[src/design/hcc_pkg.sv]
// ============================================================================
// hcc_pkg
// Shared types and constants of the Hamiltonian cycle checker: input command
// codes, datapath operation codes and the status bundle from the datapath.
// ============================================================================
package hcc_pkg;

	// Input command codes.
	localparam logic CMD_EDGE = 1'b0;
	localparam logic CMD_EVAL = 1'b1;

	// Reset value of the node count register.
	localparam logic [4:0] NODE_COUNT_RST = 5'd16;

	// Operations that the controller asks of the datapath each cycle.
	typedef enum logic [2:0] {
		DP_NOP,
		DP_EDGE,
		DP_INIT,
		DP_PUSH,
		DP_POP,
		DP_CLEAR
	} dp_op_t;

	// Status that the datapath reports to the controller.
	typedef struct packed {
		logic n_one;     // effective node count is one
		logic n_two;     // effective node count is two
		logic full;      // path holds every node
		logic close_ok;  // last path node is adjacent to node 0
		logic cand_ok;   // an unvisited neighbor is left to try
		logic at_root;   // path holds only node 0
	} dp_status_t;

endpackage

[src/design/hcc_datapath.sv]
// ============================================================================
// hcc_datapath
// Adjacency bit matrix, node count register, visited mask and the explicit
// backtracking stack, with the neighbor picker that drives one search step.
// ============================================================================
module hcc_datapath #(
	parameter int MAX_NODES = 16
) (
	input  logic                clk,
	input  logic                arst_n,
	input  logic                cfg_wr_en,
	input  logic [4:0]          cfg_wr_data,
	input  logic [3:0]          node_a,
	input  logic [3:0]          node_b,
	input  hcc_pkg::dp_op_t     op,
	output hcc_pkg::dp_status_t status
);

	localparam int NW    = $clog2(MAX_NODES);
	localparam int NCW   = $clog2(MAX_NODES + 1);
	localparam int CMP_W = 6;
	localparam logic [MAX_NODES-1:0] ONE = MAX_NODES'(1);

	logic [4:0]           node_count_q;
	logic [NCW-1:0]       eff_n;
	logic [MAX_NODES-1:0] adj_q [MAX_NODES];
	logic [MAX_NODES-1:0] visited_q;
	logic [NCW-1:0]       depth_q;
	logic [NW-1:0]        cur_q;
	logic [NCW-1:0]       cand_q;
	logic [NW-1:0]        stk_node_q [MAX_NODES];
	logic [NCW-1:0]       stk_cand_q [MAX_NODES];

	logic                 edge_ok;
	logic [MAX_NODES-1:0] bit_a;
	logic [MAX_NODES-1:0] bit_b;
	logic [MAX_NODES-1:0] row_cur;
	logic [MAX_NODES-1:0] avail;
	logic [NW-1:0]        pick;
	logic [NCW-1:0]       push_idx;
	logic [NCW-1:0]       pop_idx;

	// Node count register, written whenever the port asks.
	always_ff @(posedge clk or negedge arst_n) begin
		if (!arst_n) begin
			node_count_q <= hcc_pkg::NODE_COUNT_RST;
		end else if (cfg_wr_en) begin
			node_count_q <= cfg_wr_data;
		end
	end

	// Effective node count: zero acts as one, large values saturate.
	always_comb begin
		if (node_count_q == '0) begin
			eff_n = NCW'(1);
		end else if (CMP_W'(node_count_q) > CMP_W'(MAX_NODES)) begin
			eff_n = NCW'(MAX_NODES);
		end else begin
			eff_n = NCW'(node_count_q);
		end
	end

	// An edge is stored only when both endpoints are in range.
	assign edge_ok = (CMP_W'(node_a) < CMP_W'(eff_n)) && (CMP_W'(node_b) < CMP_W'(eff_n));
	assign bit_a   = ONE << node_a;
	assign bit_b   = ONE << node_b;

	// Adjacency matrix: each row sets its own bits on an edge load.
	for (genvar r = 0; r < MAX_NODES; r++) begin : g_row
		always_ff @(posedge clk or negedge arst_n) begin
			if (!arst_n) begin
				adj_q[r] <= '0;
			end else if (op == hcc_pkg::DP_CLEAR) begin
				adj_q[r] <= '0;
			end else if (op == hcc_pkg::DP_EDGE && edge_ok) begin
				adj_q[r] <= adj_q[r]
					| ((CMP_W'(node_a) == CMP_W'(r)) ? bit_b : '0)
					| ((CMP_W'(node_b) == CMP_W'(r)) ? bit_a : '0);
			end
		end
	end

	// Unvisited neighbors of the current node, from the resume point up.
	assign row_cur = adj_q[cur_q];
	always_comb begin
		for (int j = 0; j < MAX_NODES; j++) begin
			avail[j] = row_cur[j] && !visited_q[j]
				&& (NCW'(j) >= cand_q) && (NCW'(j) < eff_n);
		end
	end

	// Lowest available neighbor wins.
	always_comb begin
		pick = '0;
		for (int j = MAX_NODES - 1; j >= 0; j--) begin
			if (avail[j]) begin
				pick = NW'(j);
			end
		end
	end

	// Stack slots: push stores the current top below the new one.
	assign push_idx = depth_q - NCW'(1);
	assign pop_idx  = depth_q - NCW'(2);

	// Search control registers.
	always_ff @(posedge clk or negedge arst_n) begin
		if (!arst_n) begin
			visited_q <= '0;
			depth_q   <= '0;
		end else begin
			case (op)
				hcc_pkg::DP_INIT: begin
					visited_q <= ONE;
					depth_q   <= NCW'(1);
				end
				hcc_pkg::DP_PUSH: begin
					visited_q <= visited_q | (ONE << pick);
					depth_q   <= depth_q + NCW'(1);
				end
				hcc_pkg::DP_POP: begin
					visited_q <= visited_q & ~(ONE << cur_q);
					depth_q   <= depth_q - NCW'(1);
				end
				hcc_pkg::DP_CLEAR: begin
					visited_q <= '0;
					depth_q   <= '0;
				end
				default: begin
				end
			endcase
		end
	end

	// Top of stack and stack storage.
	always_ff @(posedge clk) begin
		case (op)
			hcc_pkg::DP_INIT: begin
				cur_q  <= '0;
				cand_q <= '0;
			end
			hcc_pkg::DP_PUSH: begin
				stk_node_q[push_idx[NW-1:0]] <= cur_q;
				stk_cand_q[push_idx[NW-1:0]] <= NCW'(pick) + NCW'(1);
				cur_q  <= pick;
				cand_q <= '0;
			end
			hcc_pkg::DP_POP: begin
				cur_q  <= stk_node_q[pop_idx[NW-1:0]];
				cand_q <= stk_cand_q[pop_idx[NW-1:0]];
			end
			default: begin
			end
		endcase
	end

	// Status toward the controller.
	assign status.n_one    = (eff_n == NCW'(1));
	assign status.n_two    = (eff_n == NCW'(2));
	assign status.full     = (depth_q == eff_n);
	assign status.close_ok = adj_q[0][cur_q];
	assign status.cand_ok  = |avail;
	assign status.at_root  = (depth_q == NCW'(1));

`ifndef ASSERT_OFF
	a_init_root: assert property (@(posedge clk) disable iff (!arst_n)
		op == hcc_pkg::DP_INIT |=> depth_q == NCW'(1) && visited_q == ONE)
		else $error("search did not start from node 0");

	a_clear_all: assert property (@(posedge clk) disable iff (!arst_n)
		op == hcc_pkg::DP_CLEAR |=> depth_q == '0 && visited_q == '0 && adj_q[0] == '0)
		else $error("clear left search state behind");
`endif

endmodule

[src/design/hcc_ctrl.sv]
// ============================================================================
// hcc_ctrl
// Controller of the checker: takes transactions, sequences the search one
// step per cycle and holds the result in the output register.
// ============================================================================
module hcc_ctrl (
	input  logic                clk,
	input  logic                arst_n,
	input  logic                in_valid,
	output logic                in_stall,
	input  logic                cmd,
	output logic                out_valid,
	input  logic                out_stall,
	output logic                has_cycle,
	input  hcc_pkg::dp_status_t status,
	output hcc_pkg::dp_op_t     op
);

	typedef enum logic [1:0] {
		S_IDLE,
		S_SEARCH,
		S_FINISH
	} state_t;

	state_t state_q;
	logic   found_q;
	logic   out_valid_q;
	logic   has_cycle_q;
	logic   in_accept;
	logic   out_free;

	assign in_stall  = (state_q != S_IDLE);
	assign in_accept = in_valid && !in_stall;
	assign out_free  = !out_valid_q || !out_stall;
	assign out_valid = out_valid_q;
	assign has_cycle = has_cycle_q;

	// Datapath operation for this cycle.
	always_comb begin
		op = hcc_pkg::DP_NOP;
		case (state_q)
			S_IDLE: begin
				if (in_accept) begin
					if (cmd == hcc_pkg::CMD_EDGE) begin
						op = hcc_pkg::DP_EDGE;
					end else if (!status.n_one && !status.n_two) begin
						op = hcc_pkg::DP_INIT;
					end
				end
			end
			S_SEARCH: begin
				if (status.full) begin
					if (!status.close_ok) begin
						op = hcc_pkg::DP_POP;
					end
				end else if (status.cand_ok) begin
					op = hcc_pkg::DP_PUSH;
				end else if (!status.at_root) begin
					op = hcc_pkg::DP_POP;
				end
			end
			S_FINISH: begin
				if (out_free) begin
					op = hcc_pkg::DP_CLEAR;
				end
			end
			default: begin
			end
		endcase
	end

	// State, search verdict and output register.
	always_ff @(posedge clk or negedge arst_n) begin
		if (!arst_n) begin
			state_q     <= S_IDLE;
			found_q     <= 1'b0;
			out_valid_q <= 1'b0;
			has_cycle_q <= 1'b0;
		end else begin
			if (out_valid_q && !out_stall) begin
				out_valid_q <= 1'b0;
			end
			case (state_q)
				S_IDLE: begin
					if (in_accept && cmd == hcc_pkg::CMD_EVAL) begin
						if (status.n_one || status.n_two) begin
							found_q <= status.n_one;
							state_q <= S_FINISH;
						end else begin
							state_q <= S_SEARCH;
						end
					end
				end
				S_SEARCH: begin
					if (status.full && status.close_ok) begin
						found_q <= 1'b1;
						state_q <= S_FINISH;
					end else if (!status.full && !status.cand_ok && status.at_root) begin
						found_q <= 1'b0;
						state_q <= S_FINISH;
					end
				end
				S_FINISH: begin
					if (out_free) begin
						out_valid_q <= 1'b1;
						has_cycle_q <= found_q;
						state_q     <= S_IDLE;
					end
				end
				default: begin
					state_q <= S_IDLE;
				end
			endcase
		end
	end

`ifndef ASSERT_OFF
	a_out_from_finish: assert property (@(posedge clk) disable iff (!arst_n)
		$rose(out_valid_q) |-> $past(state_q == S_FINISH))
		else $error("result appeared without a finished evaluation");

	a_eval_busy: assert property (@(posedge clk) disable iff (!arst_n)
		in_accept && cmd == hcc_pkg::CMD_EVAL |=> state_q != S_IDLE)
		else $error("evaluate transaction did not start work");

	a_edge_idle: assert property (@(posedge clk) disable iff (!arst_n)
		in_accept && cmd == hcc_pkg::CMD_EDGE |=> state_q == S_IDLE)
		else $error("edge load left the idle state");
`endif

endmodule

[src/design/hamiltonian_cycle_check.sv]
// ============================================================================
// hamiltonian_cycle_check
// Loads undirected edges into an adjacency matrix and, on evaluate, runs a
// depth-first backtracking search from node 0 for a Hamiltonian cycle.
// ============================================================================
//
// Channel   Direction  Handshake               Payload
// in        input      in_valid / in_stall     cmd, node_a, node_b
// out       output     out_valid / out_stall   has_cycle
// cfg       input      cfg_wr_en               cfg_wr_data (node count)
//
// Edge loads are taken back to back while the checker is idle.
// An evaluation starts the search from node 0, makes one push or pop of the
// search stack per cycle, reaches a verdict, and then posts the result and
// clears the matrix; with one or two nodes the search is skipped. The count
// of stack steps is exponential at worst.
// Reset clears the matrix and sets the node count to 16.
// A result waits in the output register under out_stall; edge loads are
// still taken meanwhile, and a later evaluation holds in its last cycle.
//
module hamiltonian_cycle_check #(
	parameter int MAX_NODES = 16
) (
	input  logic       clk,
	input  logic       arst_n,
	input  logic       cfg_wr_en,
	input  logic [4:0] cfg_wr_data,
	input  logic       in_valid,
	output logic       in_stall,
	input  logic       cmd,
	input  logic [3:0] node_a,
	input  logic [3:0] node_b,
	output logic       out_valid,
	input  logic       out_stall,
	output logic       has_cycle
);

	hcc_pkg::dp_op_t     op;
	hcc_pkg::dp_status_t status;

	// Sequencer and output register.
	hcc_ctrl u_ctrl (
		.clk       (clk),
		.arst_n    (arst_n),
		.in_valid  (in_valid),
		.in_stall  (in_stall),
		.cmd       (cmd),
		.out_valid (out_valid),
		.out_stall (out_stall),
		.has_cycle (has_cycle),
		.status    (status),
		.op        (op)
	);

	// Graph storage and search state.
	hcc_datapath #(
		.MAX_NODES (MAX_NODES)
	) u_datapath (
		.clk         (clk),
		.arst_n      (arst_n),
		.cfg_wr_en   (cfg_wr_en),
		.cfg_wr_data (cfg_wr_data),
		.node_a      (node_a),
		.node_b      (node_b),
		.op          (op),
		.status      (status)
	);

endmodule
[config.mk]
export PLATFORM = sky130hd
export DESIGN_NAME = hamiltonian_cycle_check
export DESIGN_NICKNAME = d
export VERILOG_FILES = /design/src/design/hcc_pkg.sv /design/src/design/hcc_datapath.sv /design/src/design/hcc_ctrl.sv /design/src/design/hamiltonian_cycle_check.sv
export SDC_FILE = /design/constraint.sdc
export NUM_CORES = 1
export LEC_CHECK = 0
export ABC_AREA = 1
export BUFFER_PORTS_ARGS = -buffer_cell sky130_fd_sc_hd__buf_2
export CORE_AREA = 2 2 179 356
export DETAILED_ROUTE_END_ITERATION = 6
export DIE_AREA = 0 0 181 358
export SLEW_MARGIN = 40
export SYNTH_ARGS = -nofsm -noshare
export SYNTH_HDL_FRONTEND = slang
export SYNTH_HIERARCHICAL = 1
export SYNTH_SLANG_ARGS = --single-unit
export TNS_END_PERCENT = 50
[constraint.sdc]
create_clock -name clk -period 6.1 [get_ports clk]
set_input_delay 0.305 -clock clk [delete_from_list [all_inputs] [get_ports clk]]
set_output_delay 0.305 -clock clk [all_outputs]
set_load 0.005 [all_outputs]
== Yosys cells after proc, flatten, opt, wreduce, memory -nomap -nowiden ==
Memories as Yosys holds them, arrays and structs flattened.
Cells that the tools add are included.
Word-level totals
  register bits after elaboration: 296
  bits in latches: 0
  memory bits (writable): 144
  memory bits (read-only): 0
  input port bits: 19
  output and inout bits: 3
  memories: 2
Memories
  u_datapath.stk_cand_q: depth 16, bits a word 5, rd ports 1, clocked after Yosys merged registers in 0, write ports 1, RTL line hcc_datapath.sv:32  | logic [NCW-1:0] stk_cand_q [MAX_NODES];
  u_datapath.stk_node_q: depth 16, bits a word 4, rd ports 1, clocked after Yosys merged registers in 0, write ports 1, RTL line hcc_datapath.sv:31  | logic [NW-1:0] stk_node_q [MAX_NODES];
Cells by class
  add/subtract/negate cells: 4
  multiply operators: 0
  divide/modulo/power cells: 0
  order comparisons: 37
  equality and inequality tests: 45
  shifts and indexed selects: 4
  mux-type cells: 116
  bitwise logic cells: 36
  reduce and logical (&&, ||, !) cells: 97
Operators with widths (count)
  $mux 16: 66
  $or 16x16->16: 33
  $bmux 16 s4: 1
  $eq 4x4->1 const B: 16
  $mux 4: 16
  $pmux 16 s4: 1
  $shl 1x4->16 const A: 4
  $logic_and 1x1->1: 57
  $ge 4x5->1 const A: 8
  $lt 4x5->1 const A: 8
  $eq 4x3->1 const B: 8
  $logic_not 1->1: 23
  $mux 3: 7
  $ge 3x5->1 const A: 4
  $lt 3x5->1 const A: 4
  $pmux 5 s4: 1
  $and 16x16->16: 1
  $eq 4x2->1 const B: 4
  $not 16->16: 1
  $reduce_or 16->1: 1
  $mux 2: 6
  $pmux 4 s3: 1
  $eq 5x1->1 const B: 2
  $ge 1x5->1 const A: 2
  other kinds (40): 64

== Depth between registers and ports, before layout ==
Gate-level depths: netlist of run 1.
  depth in word-level cells: 26
  depth in mapped cells: 30
  depth with buffers taken out: 29

== Cells and area by module ==
The synthesis of run 1 kept the hierarchy.
By module, submodules not included
  hcc_datapath: instances 1, cells each 2436, area each 21177.8 µm², seq. area each 11652.4 µm²
  hcc_ctrl: instances 1, cells each 48, area each 319.1 µm², seq. area each 125.1 µm²

== Worst setup path after synthesis of run 1 ==
OpenSTA, ideal clock, no wires.
  path kind: reg2reg
  from: reg u_datapath.cur_q[1]
  to: mem u_datapath/stk_cand_q[10][0] (netlist bit) (enable)
  setup time: 0.374 ns
  arrival: 3.444 ns
  data required time: 5.726 ns
  path slack: 2.282 ns
  cell stages (with the launch flop): 22
  cell sequence: edfxtp_1 -> buf_4 -> inv_4 -> nand2_4 -> buf_2 -> buf_2 -> o211ai_1 -> o31ai_1 -> o21ai_1 -> nand2_1 -> nand2_1 -> nor2_4 -> nand4_1 -> nand3b_1 -> nand2_1 -> inv_1 -> nor2_1 -> inv_1 -> nor2_1 -> clkbuf_1 -> nand2_1 -> nor2_1
RTL lines
  start, declared: RTL line hcc_datapath.sv:29  | logic [NW-1:0] cur_q;
  start signal, assigned: RTL line hcc_datapath.sv:145  | cur_q <= pick;
  start signal, assigned: RTL line hcc_datapath.sv:149  | cur_q <= stk_node_q[pop_idx[NW-1:0]];
  end, declared: RTL line hcc_datapath.sv:32

==> results of run 1 <==
-- sequential cells by signal, summed over array words and instances, names as in the netlist --
signal / count
u_datapath/adj_q: 256
u_datapath/node_count_q: 5
u_datapath/stk_node_q: 64
u_ctrl/out_valid: 1
u_ctrl/found_q: 1
u_datapath/depth_q: 5
u_datapath/stk_cand_q: 80
u_datapath/cand_q: 5
u_ctrl/has_cycle: 1
u_ctrl/state_q: 2
u_datapath/cur_q: 4
u_datapath/visited_q: 16
-- metal layers --
layer	global-route usage	vias up
met1	0.2273	8923
met5	0	-
met2	0.4417	893
met3	0.03138	365
met4	0.2439	0
li1	-	8289
-- critical path: stages, from the launching register on --
cell and delay, ns:
edfxtp_1 0.91, inv_4 0.17, nand2_4 0.11, buf_4 0.54
o22ai_1 0.19, o21ai_0 0.63, nand3_1 0.26, nand3_1 0.16
nand2_1 0.10, nor2_1 0.23, nand4_1 0.21, nand3b_1 0.17
nand2_1 0.12, inv_1 0.08, nor2_1 0.05, inv_1 0.09
nor2_1 0.10, inv_1 0.43, nand2_1 0.30, o311ai_0 0.50
o211ai_2 0.15
-- Yosys cell counts (6+ instances only) --
library cell  instances
nor2_1              386
inv_1               357
a21oi_1             293
dfrtp_1             286
nand2_1             248
o21ai_0             215
edfxtp_1            153
o22ai_1             125
clkbuf_1            105
nand3_1              59
a31oi_1              23
ha_1                 20
o221ai_1             18
buf_2                15
o21ai_1              15
o311ai_0             15
o211ai_1             14
buf_6                13
a22oi_1              12
nor3_1               12
nand4_1               9
clkbuf_2              8
nand2_2               8
inv_2                 7
o31ai_1               7
buf_4                 6
o2111ai_1             6
-- what timing repair did --
action | in CTS | in global routing
hold buffers | 8 | 0
endpoints found under the hold margin | 62 | 0
setup endpoints to repair | 0 | 0
-- area by class of cell --
class | instances | share of cell area
Sequential cell | 440 | 0.4922
Clock buffer | 49 | 0.04444
Inverter | 368 | 0.05783
Timing Repair Buffer | 90 | 0.03383
Clock inverter | 22 | 0.01108
Tap cell | 786 | 0.04110
Multi-Input combinational cell | 1527 | 0.3195
-- power by group --
group | total, W | internal, W | switching (W)
sequential | 0.00468 | 0.00425 | 0.000431
combinational | 0.00587 | 0.00152 | 0.00435
clock | 0.00264 | 0.00147 | 0.00118
-- path summary, 6_finish.rpt --
path	end	slack (ns)	depth (start not counted)
setup / recovery	u_datapath/visited_q[10]$_DFFE_PN0P_	0.39	20
hold / removal	u_datapath/node_count_q[1]$_DFFE_PN0P_	0.06	2
setup reg to reg	u_datapath/visited_q[10]$_DFFE_PN0P_	0.39	20
hold reg to reg	u_ctrl/has_cycle$_DFFE_PN0P_	0.47	2
max in group asynchronous	u_datapath/adj_q[78]$_DFFE_PN0P_	4.12	5
min in group asynchronous	u_datapath/adj_q[193]$_DFFE_PN0P_	0.24	2
-- through the flow --
| stage | power (W) | hold WS (ns) | area (µm²) |
|---|---|---|---|
| 2_1_floorplan | 0.008215 | 0.009409 | 21500 |
| 3_3_place_gp | 0.01032 | 0.4532 | 22440 |
| 3_5_place_dp | 0.01046 | 0.2644 | 22520 |
| 4_1_cts | 0.01310 | 0.03376 | 23930 |
| 5_1_grt | 0.01380 | 0.09599 | 23930 |
| 6_report | 0.01319 | 0.05751 | 23930 |
-- cell families after synthesis --
family,Yosys count
AO/OA/AOI/OAI,763
XOR/XNOR,4
adder cells (fa/ha/maj),20
buffers and inverters,517
flip-flops,440
AND/OR/NAND/NOR,740
-- cells in the final DEF, fill, tap and decap left out, drive strengths merged, types with 19 or more instances in the layout --
cell,instances
clkbuf,49
edfxtp,153
o22ai,125
nand3,61
nor2,393
a31oi,23
o21ai,230
buf,82
a21oi,294
dfrtp,286
nand2,259
o221ai,19
inv,370
ha,20
==> summary.txt, run 1 <==
Run status
  • Outcome: complete, no violations

Global routing
  • Global-route wire length before repair: roughly 120000 µm
  • Congestion Overflow GR: 0
  • GRT Util Overall: 0.2416
  • Initial antenna violation count: 0
  • Vias in the first global route: ~19000
  • Largest net degree at the start of global routing: 104

STA
  • RSZ-0062 raised after global routing: false
  • Worst-Margin Slew: 0.9601 ns
  • Clock period minus worst slack: 5.706 ns
  • Skew final: roughly 0.035 ns
  • Endpoints failing setup: 0
  • Final period utilization: 0.9353
  • Setup TNS Final: 0 ns
  • Fin. Hold Viols: 0
  • Max-slew violation count: 0
  • Final worst slack: ~0.4 ns
  • Fmax: 175.3 MHz
  • Max_slew headroom: 0.3592

Critical path
  • Startpoint Class: flop
  • CP arrival: about 6.1 ns
  • Setup CP Type: reg2reg
  • CP Launch Point: u_datapath/cur_q[1]$_DFFE_PP_
  • Reg-to-Reg Start: u_datapath/cur_q[1]$_DFFE_PP_
  • CP required: roughly 6.5 ns
  • Crit end category: flop
  • Max Fanout on Critical Path: 44

Synthesis
  • Syn Std Cell Area: about 21000 µm²
  • Mux cell area share after synthesis: 0
  • Syn nets: ~2500
  • EDFF count, synth: approximately 150
  • Synth Instances: about 2500
  • Post-synthesis simple-gate area fraction: 0.1397
  • Ys Warns: 6
  • Synth top area share: 0.3329
  • Ys async rst share: 0.6523
  • Synth top area cells: dfrtp_1, edfxtp_1, a21oi_1
  • Synthesized flop and latch total: 440
  • Netlist cell types: between 50 and 60
  • Synth area leader: dfrtp_1
  • Adder-Cell Fraction of Synth Area: 0.01164
  • Complex-gate fraction of the synthesized area: 0.2019
  • Xor and xnor area share after synthesis: 0.001630
  • Post-synthesis sequential area ratio: 0.5479
  • Top FF cell, synth: dfrtp_1
  • Syn avg cell area: ~8.7 µm²
  • Largest family of logic cells by synthesized area: compound AO/OA/AOI/OAI gates

Clock tree
  • CTS tree: yes
  • Bufs on Longest Clock Path: 3
  • PostCTS Resize Cnt: 0
  • Depth of the CTS H-tree: 2
  • Clock slew at reported path FFs: about 0.070 ns
  • # Post-CTS Setup Buffers: 0
  • Clk Latency, worst-skew pair: 0.59 ns
  • CTS Buf Count: 39
  • CTS sink count: 440
  • Root buffer cell: clkbuf_16

Placed design
  • Placer Congestion: about 0.99
  • Post-DP HPWL: roughly 55000 µm
  • Inst Count DP: 3203
  • Place WS: 0.4764 ns
  • Buffers on Ports: 21

Floorplan
  • Die ar.: 64800 µm²
  • Chip width: between 150 and 200 µm
  • Vert. Die Dim: approximately 360 µm
  • Row count: between 100 and 150
  • I/O Pins: 22
  • Core ar.: ~62000 µm²
  • Initial core utilization: 0.3468

Final layout
  • Fillers: 6320
  • Area Growth Syn to Fin: 11.31%
  • Final Util: 0.3861
  • Nets: between 2000 and 3000
  • Post-Layout Cell Count: roughly 3300
  • Multi-input gate area: approximately 7600 µm²
  • Diodes inserted: 0
  • Layout cell share with drive strength beyond 1: 0.07652
  • Storage element area: 11780 µm²

Route
  • Met2 wire length: 40870 µm
  • Antenna-violating nets left: 0
  • M1 wire length: between 20000 and 25000 µm
  • DRT iter0 DRCs: approximately 1800
  • WL met3: between 4000 and 5000 µm
  • Total wire length: 79160 µm
  • Number of remaining DRC errors: 0
  • Wirelength per Cell: roughly 24 µm
  • Via count: between 15000 and 20000
  • First-pass DRT Iterations: 6
  • Top sig layer: met4
  • Vias per cell: between 5 and 6

Power
  • Peak VDD IR: about 310 µV
  • Cell area power density: around 550 nW/µm²
  • Pleak: 9.624 nW

Worst hold path
  • Worst Min Path Start: cfg_wr_en
  • HP Class: in2reg

Flow run
  • Max-Cap Viols: 0
Note: power is estimated with default switching activity, not from simulation.
==> inputs of run 2 (changes only) <==
--- a/config.mk
+++ b/config.mk
@@ -8,8 +8,10 @@
 export ABC_AREA = 1
 export BUFFER_PORTS_ARGS = -buffer_cell sky130_fd_sc_hd__buf_2
 export CORE_AREA = 2 2 179 356
+export CTS_CLUSTER_DIAMETER = 100
 export DETAILED_ROUTE_END_ITERATION = 6
 export DIE_AREA = 0 0 181 358
+export GPL_ROUTABILITY_DRIVEN = 0
 export SLEW_MARGIN = 40
 export SYNTH_ARGS = -nofsm -noshare
 export SYNTH_HDL_FRONTEND = slang
==> constraint.sdc (replaced) <==
create_clock -name clk -period 6.5 [get_ports clk]
set_input_delay 0.325 -clock clk [delete_from_list [all_inputs] [get_ports clk]]
set_output_delay 0.325 -clock clk [all_outputs]
set_load 0.005 [all_outputs]
==> summary.txt, run 2 (synthesis results as in run 1) <==
Floorplan
  • Chip width: 181 µm (unchanged)
  • I/O Pins: 22 (unchanged)
  • Core ar.: 61980 µm² (unchanged)
  • Initial core utilization: 0.3468 (unchanged)
  • Row count: 129 (unchanged)
  • Vert. Die Dim: 358 µm (unchanged)
  • Die ar.: 64800 µm² (unchanged)

Final layout
  • Layout cell share with drive strength beyond 1: 0.07306 (-0.003459)
  • Area Growth Syn to Fin: 10.84%
  • Nets: 2502 (-0.12%)
  • Most frequent cells in the layout: nor2_1, inv_1, a21oi_1
  • Biggest register: u_datapath/adj_q
  • Max reg flops: 256 (unchanged)
  • Fin area: 23830 µm² (-0.43%)
  • Commonest non-fill, non-tap cell in the layout: nor2_1
  • Diodes inserted: 0 (unchanged)

Placed design
  • Buffers on Ports: 21 (unchanged)
  • Post-DP HPWL: 55360 µm (+0.51%)
  • Cell area after placement: 22480 µm² (-0.20%)

Critical path
  • Setup CP Type: reg2reg
  • Worst path max stage delay: 0.58 ns (-0.33 ns)
  • Slowest-stage cell, CP: edfxtp_1
  • Startpoint Class: flop
  • CP required: 7.00 ns (+0.47 ns)
  • CP bufs+invs: 4 (-1)
  • Crit end category: flop
  • Critical Path, Cell by Cell: buf_4, nand2_4, inv_2, nand2_1, nand2_1, o21ai_0, nand3_1, nand3_1, nand2_1, nor2_1, nand4_1, nor2_1, o21ai_0, nand2_1, inv_1, a311oi_4, buf_12, o21ai_0, a21oi_1
  • Crit path max-delay family: simple AND/OR/NAND/NOR gates
  • CP arrival: 5.67 ns (-0.46 ns)
  • Max Fanout on Critical Path: 113 (+160%)
  • Most used cell, CP: nand2_1

Clock tree
  • Bufs on Longest Clock Path: 3 (unchanged)
  • Depth of the CTS H-tree: 2 (unchanged)
  • Clk Latency, worst-skew pair: 0.59 ns (about the same)
  • Clock slew at reported path FFs: 0.07 ns (about the same)
  • CTS tree: yes
  • # Post-CTS Setup Buffers: 0 (unchanged)
  • PostCTS Resize Cnt: 0 (unchanged)
  • CTS sink count: 440 (unchanged)
  • Root buffer cell: clkbuf_16
  • CTS Buf Count: 38 (-2.6%)

STA
  • Max-slew violation count: 0 (unchanged)
  • Max_slew headroom: 0.3893 (+0.03011)
  • Fmax: 193.5 MHz (+10%)
  • RSZ-0062 raised after global routing: false
  • Final period utilization: 0.7950 (-0.1404)
  • Skew final: 0.03045 ns (-0.004379 ns)
  • Setup TNS Final: 0 ns (unchanged)
  • Endpoints failing setup: 0 (unchanged)
  • Fin. Hold Viols: 0 (unchanged)
  • Clock period minus worst slack: 5.167 ns (-0.5382 ns)
  • Worst-Margin Slew: 0.9150 ns (-0.04511 ns)

Flow run
  • Max-Cap Viols: 0 (unchanged)

Route
  • Top sig layer: met4
  • Met2 wire length: 40680 µm (-0.46%)
  • Antenna-violating nets left: 0 (unchanged)
  • M1 wire length: 23870 µm (-3.9%)
  • DRT iter0 DRCs: 1850 (+2.0%)
  • First-pass DRT Iterations: 6 (unchanged)
  • WL met3: 4753 µm (+12%)
  • Number of remaining DRC errors: 0 (unchanged)
  • Via count: 18830 (+2.0%)
  • Vias per cell: 5.747 (+2.1%)
  • Total wire length: 79200 µm (about the same)
  • Wirelength per Cell: 24.17 µm (+0.21%)

Global routing
  • Global-route wire length before repair: 117500 µm (+1.0%)
  • Initial antenna violation count: 1 (+1)
  • Largest net degree at the start of global routing: 114 (+9.6%)
  • GRT Util Overall: 0.2431 (+0.001497)
  • Congestion Overflow GR: 0 (unchanged)
  • Vias in the first global route: 19170 (+2.5%)

Power
  • Cell area power density: 514.5 nW/µm² (-6.7%)
  • Pleak: 9.589 nW (-0.36%)
  • Peak VDD IR: 247.7 µV (-21%)

Run status
  • Outcome: complete, no violations

Worst hold path
  • HP Class: in2reg
run 2: cell types whose count changed in the layout (fill, tap and decap cells not counted), moves of 3 or more:
cell | before | now
clkbuf_1 | 5 | 11
inv_6 | 5 | 0
bufinv_16 | 5 | 1
clkbuf_8 | 5 | 9
inv_1 | 354 | 351
run 2: final timing paths:
path	from	to	slack, ns	cells after the start
max	u_datapath/cur_q[1]$_DFFE_PP_	u_datapath/adj_q[185]$_DFFE_PN0P_	1.33	19
min	cfg_wr_en	u_datapath/node_count_q[4]$_DFFE_PN1P_	0.02	2
max reg2reg	u_datapath/cur_q[1]$_DFFE_PP_	u_datapath/adj_q[185]$_DFFE_PN0P_	1.33	19
min reg2reg	u_ctrl/has_cycle$_DFFE_PN0P_	u_ctrl/has_cycle$_DFFE_PN0P_	0.47	2
max in group asynchronous	arst_n	u_datapath/adj_q[173]$_DFFE_PN0P_	4.84	4
min in group asynchronous	arst_n	u_datapath/adj_q[114]$_DFFE_PN0P_	0.21	2
run 2: cell type report:
type                    instances  area [µm²]
inverters                     368        1385
repair buffers                 88       788.3
fillers                      6257       38150
flip-flops and latches        440       11780
well taps                     786       983.4
multi-input cells            1527        7639
clock inverters                 7       61.31
clock buffers                  61        1191
run 2: report_power, final:
part | switching [W] | internal (W) | leakage, nW
Sequential | 0.000356 | 0.00399 | 5.23
Clock | 0.00105 | 0.00130 | 0.614
Combinational | 0.00413 | 0.00143 | 3.75
run 2: per-layer routing:
layer,vias to the layer above,GRT usage
li1,8284,-
met1,9068,0.2226
met2,1031,0.4412
met3,451,0.03595
met4,0,0.2605
met5,-,0
run 2: what timing repair did:
action | 4_1_cts | 5_1_grt
setup endpoints to repair | 0 | 0
hold endpoints to repair | 109 | 0
hold buffers | 7 | 0
run 2: worst register-to-register path: cells and delay by family (launching register included):
family	cells	cell delay (ns)
compound gates	5	1.70
buf+inv	4	1.06
flops	1	0.58
simple gates	10	1.79
run 2: per-stage QoR:
step | util | hold WS, ns | setup WS (ns) | total power, W | instances
after floorplan | - | 0.02941 | 2.682 | 0.007709 | 2484
after global placement | 0.3624 | 0.4175 | 1.529 | 0.009682 | 3201
after detailed placement | 0.3626 | 0.4239 | 1.491 | 0.009799 | 3201
after CTS | 0.3840 | 0.01842 | 1.482 | 0.01215 | 3276
after global routing | 0.3844 | 0.03958 | 1.075 | 0.01281 | 3277
final | 0.3844 | 0.02406 | 1.333 | 0.01226 | 3277
